[config.mk]
export PLATFORM = sky130hd
export DESIGN_NAME = pm25_air_quality_index
export DESIGN_NICKNAME = d
export VERILOG_FILES = /design/src/pmaqi_pkg.sv /design/src/pmaqi_seg.sv /design/src/pmaqi_interp.sv /design/src/pm25_air_quality_index.sv
export SDC_FILE = /design/constraint.sdc
export NUM_CORES = 2
export LEC_CHECK = 0
export BUFFER_PORTS_ARGS = -buffer_cell sky130_fd_sc_hd__buf_2
export CAP_MARGIN = 20
export CORE_ASPECT_RATIO = 0.8
export CORE_MARGIN = 1
export CORE_UTILIZATION = 55
export CTS_CLUSTER_SIZE = 30
export DETAILED_ROUTE_END_ITERATION = 10
export PLACE_DENSITY = 0.71
export RECOVER_POWER = 100
export SYNTH_ARGS = -nofsm -noshare
export SYNTH_HDL_FRONTEND = slang
export SYNTH_SLANG_ARGS = --single-unit
[constraint.sdc]
create_clock -name clk -period 9.6 [get_ports clk]
set_clock_uncertainty 0.05 [all_clocks]
set_input_delay 0.48 -clock clk [delete_from_list [all_inputs] [get_ports clk]]
set_output_delay 0.48 -clock clk [all_outputs]
set_load 0.1 [all_outputs]
[src/pmaqi_pkg.sv]
package pmaqi_pkg;

  // field widths
  localparam int ConcW = 16;
  localparam int AqiW  = 16;
  localparam int CatW  = 3;
  localparam int SegW  = 3;

  // arithmetic widths
  localparam int KW    = 8;             // reduced slope numerator
  localparam int MW    = 8;             // reduced slope denominator
  localparam int NW    = 23;            // k * offset, largest is 7753875
  localparam int RShft = 24;            // reciprocal scale, 2**24 > largest numerator
  localparam int RW    = RShft + 1;     // reciprocal, one more bit for divisor one
  localparam int PW    = NW + RW;       // numerator times reciprocal
  localparam int QW    = AqiW;          // quotient
  localparam int CW    = QW + MW;       // quotient times divisor

  localparam int SegCount = 7;

  typedef logic [SegW-1:0]  seg_t;
  typedef logic [CatW-1:0]  cat_t;
  typedef logic [ConcW-1:0] conc_t;
  typedef logic [AqiW-1:0]  aqi_t;

  // category codes
  localparam cat_t CAT_GREEN  = 3'd0;
  localparam cat_t CAT_YELLOW = 3'd1;
  localparam cat_t CAT_ORANGE = 3'd2;
  localparam cat_t CAT_RED    = 3'd3;
  localparam cat_t CAT_PURPLE = 3'd4;
  localparam cat_t CAT_MAROON = 3'd5;

  // word handed from segment select to interpolation
  typedef struct packed {
    seg_t  seg;
    cat_t  cat;
    conc_t ofs;
  } seg_word_t;

  // upper concentration limit of a segment, tenths
  function automatic conc_t conc_top(input seg_t s);
    conc_t v;
    case (s)
      3'd0:    v = 16'd120;
      3'd1:    v = 16'd354;
      3'd2:    v = 16'd554;
      3'd3:    v = 16'd1504;
      3'd4:    v = 16'd2504;
      3'd5:    v = 16'd3504;
      default: v = 16'd5000;
    endcase
    return v;
  endfunction

  // lower concentration limit of a segment, tenths
  function automatic conc_t conc_base(input seg_t s);
    conc_t v;
    case (s)
      3'd0:    v = 16'd0;
      3'd1:    v = 16'd120;
      3'd2:    v = 16'd354;
      3'd3:    v = 16'd554;
      3'd4:    v = 16'd1504;
      3'd5:    v = 16'd2504;
      default: v = 16'd3504;
    endcase
    return v;
  endfunction

  // lower aqi limit of a segment, tenths
  function automatic aqi_t aqi_base(input seg_t s);
    aqi_t v;
    case (s)
      3'd0:    v = 16'd0;
      3'd1:    v = 16'd500;
      3'd2:    v = 16'd1000;
      3'd3:    v = 16'd1500;
      3'd4:    v = 16'd2000;
      3'd5:    v = 16'd3000;
      default: v = 16'd4000;
    endcase
    return v;
  endfunction

  // aqi span over concentration span, reduced: numerator
  function automatic logic [KW-1:0] slope_k(input seg_t s);
    logic [KW-1:0] v;
    case (s)
      3'd0:    v = 8'd25;    // 500 / 120
      3'd1:    v = 8'd250;   // 500 / 234
      3'd2:    v = 8'd5;     // 500 / 200
      3'd3:    v = 8'd10;    // 500 / 950
      3'd4:    v = 8'd1;     // 1000 / 1000
      3'd5:    v = 8'd1;     // 1000 / 1000
      default: v = 8'd125;   // 1000 / 1496
    endcase
    return v;
  endfunction

  // reduced denominator
  function automatic logic [MW-1:0] slope_m(input seg_t s);
    logic [MW-1:0] v;
    case (s)
      3'd0:    v = 8'd6;
      3'd1:    v = 8'd117;
      3'd2:    v = 8'd2;
      3'd3:    v = 8'd19;
      3'd4:    v = 8'd1;
      3'd5:    v = 8'd1;
      default: v = 8'd187;
    endcase
    return v;
  endfunction

  // floor(2**24 / denominator)
  function automatic logic [RW-1:0] recip(input seg_t s);
    logic [RW-1:0] v;
    case (s)
      3'd0:    v = 25'd2796202;
      3'd1:    v = 25'd143395;
      3'd2:    v = 25'd8388608;
      3'd3:    v = 25'd883011;
      3'd4:    v = 25'd16777216;
      3'd5:    v = 25'd16777216;
      default: v = 25'd89717;
    endcase
    return v;
  endfunction

  // colour category follows the segment, top two segments share maroon
  function automatic cat_t cat_of_seg(input seg_t s);
    cat_t v;
    case (s)
      3'd0:    v = CAT_GREEN;
      3'd1:    v = CAT_YELLOW;
      3'd2:    v = CAT_ORANGE;
      3'd3:    v = CAT_RED;
      3'd4:    v = CAT_PURPLE;
      default: v = CAT_MAROON;
    endcase
    return v;
  endfunction

endpackage

[src/pmaqi_seg.sv]
module pmaqi_seg
  import pmaqi_pkg::*;
(
  input  logic      clk,
  input  logic      rst_n,
  input  logic      in_valid,
  output logic      in_ready,
  input  conc_t     in_conc,
  output logic      seg_valid,
  input  logic      seg_ready,
  output seg_word_t seg_word
);

  logic      v_r;
  seg_word_t word_r;
  seg_word_t word_nxt;
  seg_t      seg;

  // segment index: number of upper limits below the input, breakpoint stays low
  always_comb begin
    seg = '0;
    for (int i = 0; i < SegCount - 1; i++) begin
      if (in_conc > conc_top(seg_t'(i))) begin
        seg = seg_t'(seg + 3'd1);
      end
    end
  end

  // offset into the segment and category
  always_comb begin
    word_nxt.seg = seg;
    word_nxt.cat = cat_of_seg(seg);
    word_nxt.ofs = in_conc - conc_base(seg);
  end

  assign in_ready  = !v_r || seg_ready;
  assign seg_valid = v_r;
  assign seg_word  = word_r;

  // stage register
  always_ff @(posedge clk) begin
    if (!rst_n) begin
      v_r <= 1'b0;
    end else if (in_ready) begin
      v_r <= in_valid;
    end
  end

  always_ff @(posedge clk) begin
    if (in_ready && in_valid) begin
      word_r <= word_nxt;
    end
  end

endmodule

[src/pmaqi_interp.sv]
module pmaqi_interp
  import pmaqi_pkg::*;
(
  input  logic      clk,
  input  logic      rst_n,
  input  logic      seg_valid,
  output logic      seg_ready,
  input  seg_word_t seg_word,
  output logic      out_valid,
  input  logic      out_ready,
  output aqi_t      out_aqi,
  output cat_t      out_cat
);

  // stage a: numerator
  logic          va_r;
  seg_t          seg_a_r;
  cat_t          cat_a_r;
  logic [NW-1:0] num_a_r;
  logic [NW-1:0] num_a_nxt;
  // stage b: quotient estimate
  logic          vb_r;
  seg_t          seg_b_r;
  cat_t          cat_b_r;
  logic [NW-1:0] num_b_r;
  logic [QW-1:0] est_b_r;
  logic [PW-1:0] scaled;
  // stage c: estimate times divisor
  logic          vc_r;
  seg_t          seg_c_r;
  cat_t          cat_c_r;
  logic [NW-1:0] num_c_r;
  logic [QW-1:0] est_c_r;
  logic [CW-1:0] back_c_r;
  logic [CW-1:0] back_c_nxt;
  // stage d: output register
  logic          vd_r;
  aqi_t          aqi_d_r;
  aqi_t          aqi_d_nxt;
  cat_t          cat_d_r;
  logic [NW-1:0] rem;
  logic [QW-1:0] quo;

  logic rdy_a, rdy_b, rdy_c, rdy_d;

  // stall chain, a stage takes a word when empty or moving on
  assign rdy_d     = !vd_r || out_ready;
  assign rdy_c     = !vc_r || rdy_d;
  assign rdy_b     = !vb_r || rdy_c;
  assign rdy_a     = !va_r || rdy_b;
  assign seg_ready = rdy_a;

  // slope numerator times offset
  assign num_a_nxt = NW'(slope_k(seg_word.seg)) * NW'(seg_word.ofs);

  // reciprocal multiply, estimate is exact or one short
  assign scaled = num_a_r * recip(seg_a_r);

  // estimate times divisor for the correction
  assign back_c_nxt = est_b_r * slope_m(seg_b_r);

  // remainder check and segment base
  always_comb begin
    rem       = num_c_r - NW'(back_c_r);
    quo       = est_c_r + QW'(rem >= NW'(slope_m(seg_c_r)));
    aqi_d_nxt = aqi_base(seg_c_r) + quo;
  end

  // valid bits
  always_ff @(posedge clk) begin
    if (!rst_n) begin
      va_r <= 1'b0;
      vb_r <= 1'b0;
      vc_r <= 1'b0;
      vd_r <= 1'b0;
    end else begin
      if (rdy_a) begin
        va_r <= seg_valid;
      end
      if (rdy_b) begin
        vb_r <= va_r;
      end
      if (rdy_c) begin
        vc_r <= vb_r;
      end
      if (rdy_d) begin
        vd_r <= vc_r;
      end
    end
  end

  // payload registers
  always_ff @(posedge clk) begin
    if (rdy_a) begin
      seg_a_r <= seg_word.seg;
      cat_a_r <= seg_word.cat;
      num_a_r <= num_a_nxt;
    end
    if (rdy_b) begin
      seg_b_r <= seg_a_r;
      cat_b_r <= cat_a_r;
      num_b_r <= num_a_r;
      est_b_r <= scaled[RShft +: QW];
    end
    if (rdy_c) begin
      seg_c_r  <= seg_b_r;
      cat_c_r  <= cat_b_r;
      num_c_r  <= num_b_r;
      est_c_r  <= est_b_r;
      back_c_r <= back_c_nxt;
    end
    if (rdy_d) begin
      aqi_d_r <= aqi_d_nxt;
      cat_d_r <= cat_c_r;
    end
  end

  assign out_valid = vd_r;
  assign out_aqi   = aqi_d_r;
  assign out_cat   = cat_d_r;

endmodule

[src/pm25_air_quality_index.sv]
// PM2.5 to air quality index converter.
// Input channel: in_valid / in_ready carry one averaged concentration in
// in_pm25_tenths (0.1 ug/m3 units, unsigned). Output channel: out_valid /
// out_ready carry the index in out_aqi_tenths (0.1 units, truncated) and the
// colour code in out_category (0 green up to 5 maroon). Values above 500.0
// keep extrapolating along the top segment.
// The datapath is five register stages: segment select, slope multiply,
// reciprocal multiply, back multiply, remainder correction into the output
// register. An accepted word passes through each of these in turn to the
// output. One word a cycle is taken and delivered while out_ready is high.
// When the receiver holds out_ready low the stages fill one by one; in_ready
// drops only once every stage holds a word, and nothing is dropped or sent
// twice. Reset (rst_n low, synchronous) empties all stages; no other state
// is kept.
module pm25_air_quality_index
  import pmaqi_pkg::*;
(
  input  logic                clk,
  input  logic                rst_n,
  input  logic                in_valid,
  output logic                in_ready,
  input  logic [ConcW-1:0]    in_pm25_tenths,
  output logic                out_valid,
  input  logic                out_ready,
  output logic [AqiW-1:0]     out_aqi_tenths,
  output logic [CatW-1:0]     out_category
);

  logic      seg_valid;
  logic      seg_ready;
  seg_word_t seg_word;

  // segment select stage
  pmaqi_seg u_seg (
    .clk       (clk),
    .rst_n     (rst_n),
    .in_valid  (in_valid),
    .in_ready  (in_ready),
    .in_conc   (in_pm25_tenths),
    .seg_valid (seg_valid),
    .seg_ready (seg_ready),
    .seg_word  (seg_word)
  );

  // interpolation stages
  pmaqi_interp u_interp (
    .clk       (clk),
    .rst_n     (rst_n),
    .seg_valid (seg_valid),
    .seg_ready (seg_ready),
    .seg_word  (seg_word),
    .out_valid (out_valid),
    .out_ready (out_ready),
    .out_aqi   (out_aqi_tenths),
    .out_cat   (out_category)
  );

endmodule
==> results.md <==
- H-tree depth: 4
- Wirelength per Cell: 21.63 µm
- Biggest cell delay along the critical path: 0.68 ns
- GRT overflow: 0
- Min Tclk post-route: 9.230 ns
- DR pass1 iterations: 8
- Min-Delay Path Class: in2reg
- Startpoint types: register
- R2R Setup Slk: 0.37 ns
- Syn Nets: 4022
- Synth async-reset ratio: 0%
- First-pass GRT wire length: 133200 µm
- Die area: 57510 µm²
- Initial antenna violation count: 3
- Post-Synth XOR/XNOR Area: 3.101%
- Commonest cells post-synth: inv_1 (791), fa_1 (584), ha_1 (301), nand2_1 (299), edfxtp_1 (183)
- Sink Count: 188
- Main synth FF type: edfxtp_1
- Post-Synthesis Cells: 3117
- DRC Markers: 0
- Max-slew violation count: 145
- Buf/Inv on CP: 7
- Cell family with most CP delay: adder cells
- Layout Cells excl Fill: 3898
- Critical path's most frequent cell: fa_1
- Hold Startpoint: rst_n
- GR Util All Layers: 30.98%
- Cell row count: 77
- Synth Area in Simple Gates: 12.35%
- Mapped Area: 31100 µm²
- Violated checks: capacitance limit, slew limit
- Post-DP Area: 32180 µm²
- Clk root buf: clkbuf_16
- Main combinational cell family by area after synthesis: adder cells
- Final antenna-violating net count: 0
- Largest cells by area after synthesis: fa_1 (38%), edfxtp_1 (18%), ha_1 (12%)
- DR vias: 21.41k
- Fin. Hold Viols: 0
- Fmax: 0.1083 GHz
- Yosys cell types: 80
- CP Capture Type: register
- Largest net degree at the start of global routing: 69
- Final setup vio count: 0
- Post-synthesis compound-gate area fraction: 6.207%
- Placed cell count: 3864
- Register-to-Register Path Depth: 27
- WP data arrival: 9.39 ns
- Die W: 267.9 µm
- Post-synthesis register bit count: 188
- Hold path depth: 2
- Die height: 214.7 µm
- Post-DP HPWL: 71700 µm
- Final period util: 96.14%
- Port buffer count: 40
- Max Buffers Root-to-Sink: 2
- Design Area, Final: 32660 µm²
- Req. time, crit path: 9.76 ns
- Most numerous cell in the Yosys netlist: inv_1
- CTS resizes: 0
- Post-Syn Area per Cell: 9.979 µm²
- Vias per cell: 5.494
- Placer Congestion: 0.9733
- Critical-path top delay cell: a211oi_1
- Critical path class: reg2reg
- Clk_lat worst skew: 0.47 ns
- CTS tree: yes
- Yosys top cell by area: fa_1
- EDFF count, synth: 183
- Reg clk slew, reported paths: 0.08 ns
- Worst-margin pin slew: 3.101 ns
- Hold Buf Count CTS: 0
- Top-area cell type share of the netlist area: 37.59%
- Hold endpoint: u_interp.out_valid
- Reg2reg start: u_interp.seg_a_r[2]
- Initial core utilization: 55.95%
- Initial DRC count: 1791
- Crit-path max FO: 31
- Vias in the first global route: 22.84k
- Setup Total Neg Slack: 0 ns
- Post-synthesis mux area share: 0.2735%
- RR Endpoint: u_interp.est_b_r[15]
- RSZ-0062 raised after global routing: no
- TritonCTS Buffers: 17
- Nets: 4039
- Core Region: 55590 µm²
- Layout cells sized above 1: 3.464%
- Setup Buffers After CTS: 0
- Register area share after synthesis: 17.99%
- Total routed wirelength: 84300 µm
- Layout area overhead: 5.000%
- Yosys warns: 0
- MaxCap Viol Count: 3
- Relative slew slack: -107.2%
- Post-Synth Adder-Cell Area: 49.70%
- I/O pin count: 41
- Outcome: complete, but fails checks
-- kinds of logic (layout without fill, tap and decap cells) --
group	Yosys count	count (layout)
fa+ha+maj	885	885
buf+inv	857	887
simple gates	776	776
compound gates	300	300
flops	188	188
xor+xnor	105	105
mux	6	6
other cells	0	1
-- layout by cell type, fill, tap and decap left out, types with 5 or more instances in the layout --
| cell type | netlist | routed |
|---|---|---|
| fa_1 | 584 | 584 |
| or3_1 | 10 | 10 |
| nand3_1 | 32 | 32 |
| dfxtp_1 | 5 | 5 |
| nor3_1 | 23 | 23 |
| o22ai_1 | 5 | 5 |
| nand4_1 | 9 | 9 |
| nand2_1 | 299 | 299 |
| o21ai_0 | 78 | 79 |
| xor2_1 | 19 | 21 |
| o21bai_1 | 8 | 8 |
| and3_1 | 55 | 55 |
| o31ai_1 | 5 | 5 |
| nor2_1 | 100 | 99 |
| clkbuf_1 | 60 | 31 |
| inv_8 | 0 | 5 |
| o211ai_1 | 8 | 8 |
| a21oi_1 | 78 | 78 |
| edfxtp_1 | 183 | 183 |
| a211oi_1 | 14 | 14 |
| buf_2 | 1 | 17 |
| or2_2 | 25 | 24 |
| nor4_1 | 7 | 7 |
| a21o_1 | 26 | 26 |
| xnor2_1 | 80 | 82 |
| buf_4 | 1 | 13 |
| nand2b_1 | 23 | 23 |
| clkbuf_16 | 0 | 17 |
| inv_6 | 0 | 5 |
| nor2b_1 | 21 | 21 |
| and2_0 | 1 | 8 |
| o21a_1 | 22 | 22 |
| inv_1 | 791 | 791 |
| ha_1 | 301 | 301 |
| and2_1 | 149 | 142 |
| a31oi_1 | 9 | 8 |
-- state kept, by name (all words and copies together), names as in the netlist, 16 cells and up --
name / count
u_interp.back_c_r: 23
u_interp.est_b_r: 16
u_interp.est_c_r: 16
u_interp.num_a_r: 23
u_interp.num_b_r: 23
u_interp.num_c_r: 23
u_interp.out_aqi: 16
u_seg.seg_word: 22
-- worst max path at each step --
stage | endpoint | cells past startpoint | slack (ns) | from
floorplan | u_interp.est_b_r[8] | 29 | 1.64 | u_interp.seg_a_r[2]
global placement | u_interp.est_b_r[15] | 27 | 0.71 | u_interp.seg_a_r[2]
detailed placement | u_interp.est_b_r[8] | 27 | 0.67 | u_interp.seg_a_r[2]
CTS | u_interp.est_b_r[8] | 27 | 0.63 | u_interp.seg_a_r[2]
global route | u_interp.est_b_r[13] | 27 | 0.1 | u_interp.seg_a_r[2]
finish | u_interp.est_b_r[15] | 27 | 0.37 | u_interp.seg_a_r[2]
-- metal layers --
metal  up-vias  share of wire [%]  track usage, %
met4         0                1.6           5.276
met1     10869                 47           46.96
met3        91                7.1           4.904
met5         -                  0               0
met2       746                 45           47.62
li1       9708                  -               -
-- layout make-up --
| class | count | area (µm²) |
|---|---|---|
| clock inverter | 15 | 162.7 |
| timing repair buffer | 63 | 334.1 |
| antenna | 1 | 2.502 |
| sequential | 188 | 5595 |
| fill | 4781 | 22930 |
| inverter | 792 | 2973 |
| clock buffer | 17 | 425.4 |
| multi-input combinational | 2072 | 22230 |
| tap | 750 | 938.4 |
-- per-stage QoR --
step | setup WS [ns] | util [%] | hold slack, ns
final | 0.3703 | 58.75 | 0.2316
after global routing | 0.09858 | 58.75 | 0.2373
after CTS | 0.6265 | 58.95 | 0.2095
after detailed placement | 0.6726 | 57.90 | 0.3545
after global placement | 0.7115 | 57.90 | 0.3512
after floorplan | 1.640 | - | 0.3503
Power is left out: the tool's default activity adds up to more than one toggle a clock period on the data nets, which glitch-free logic cannot reach.
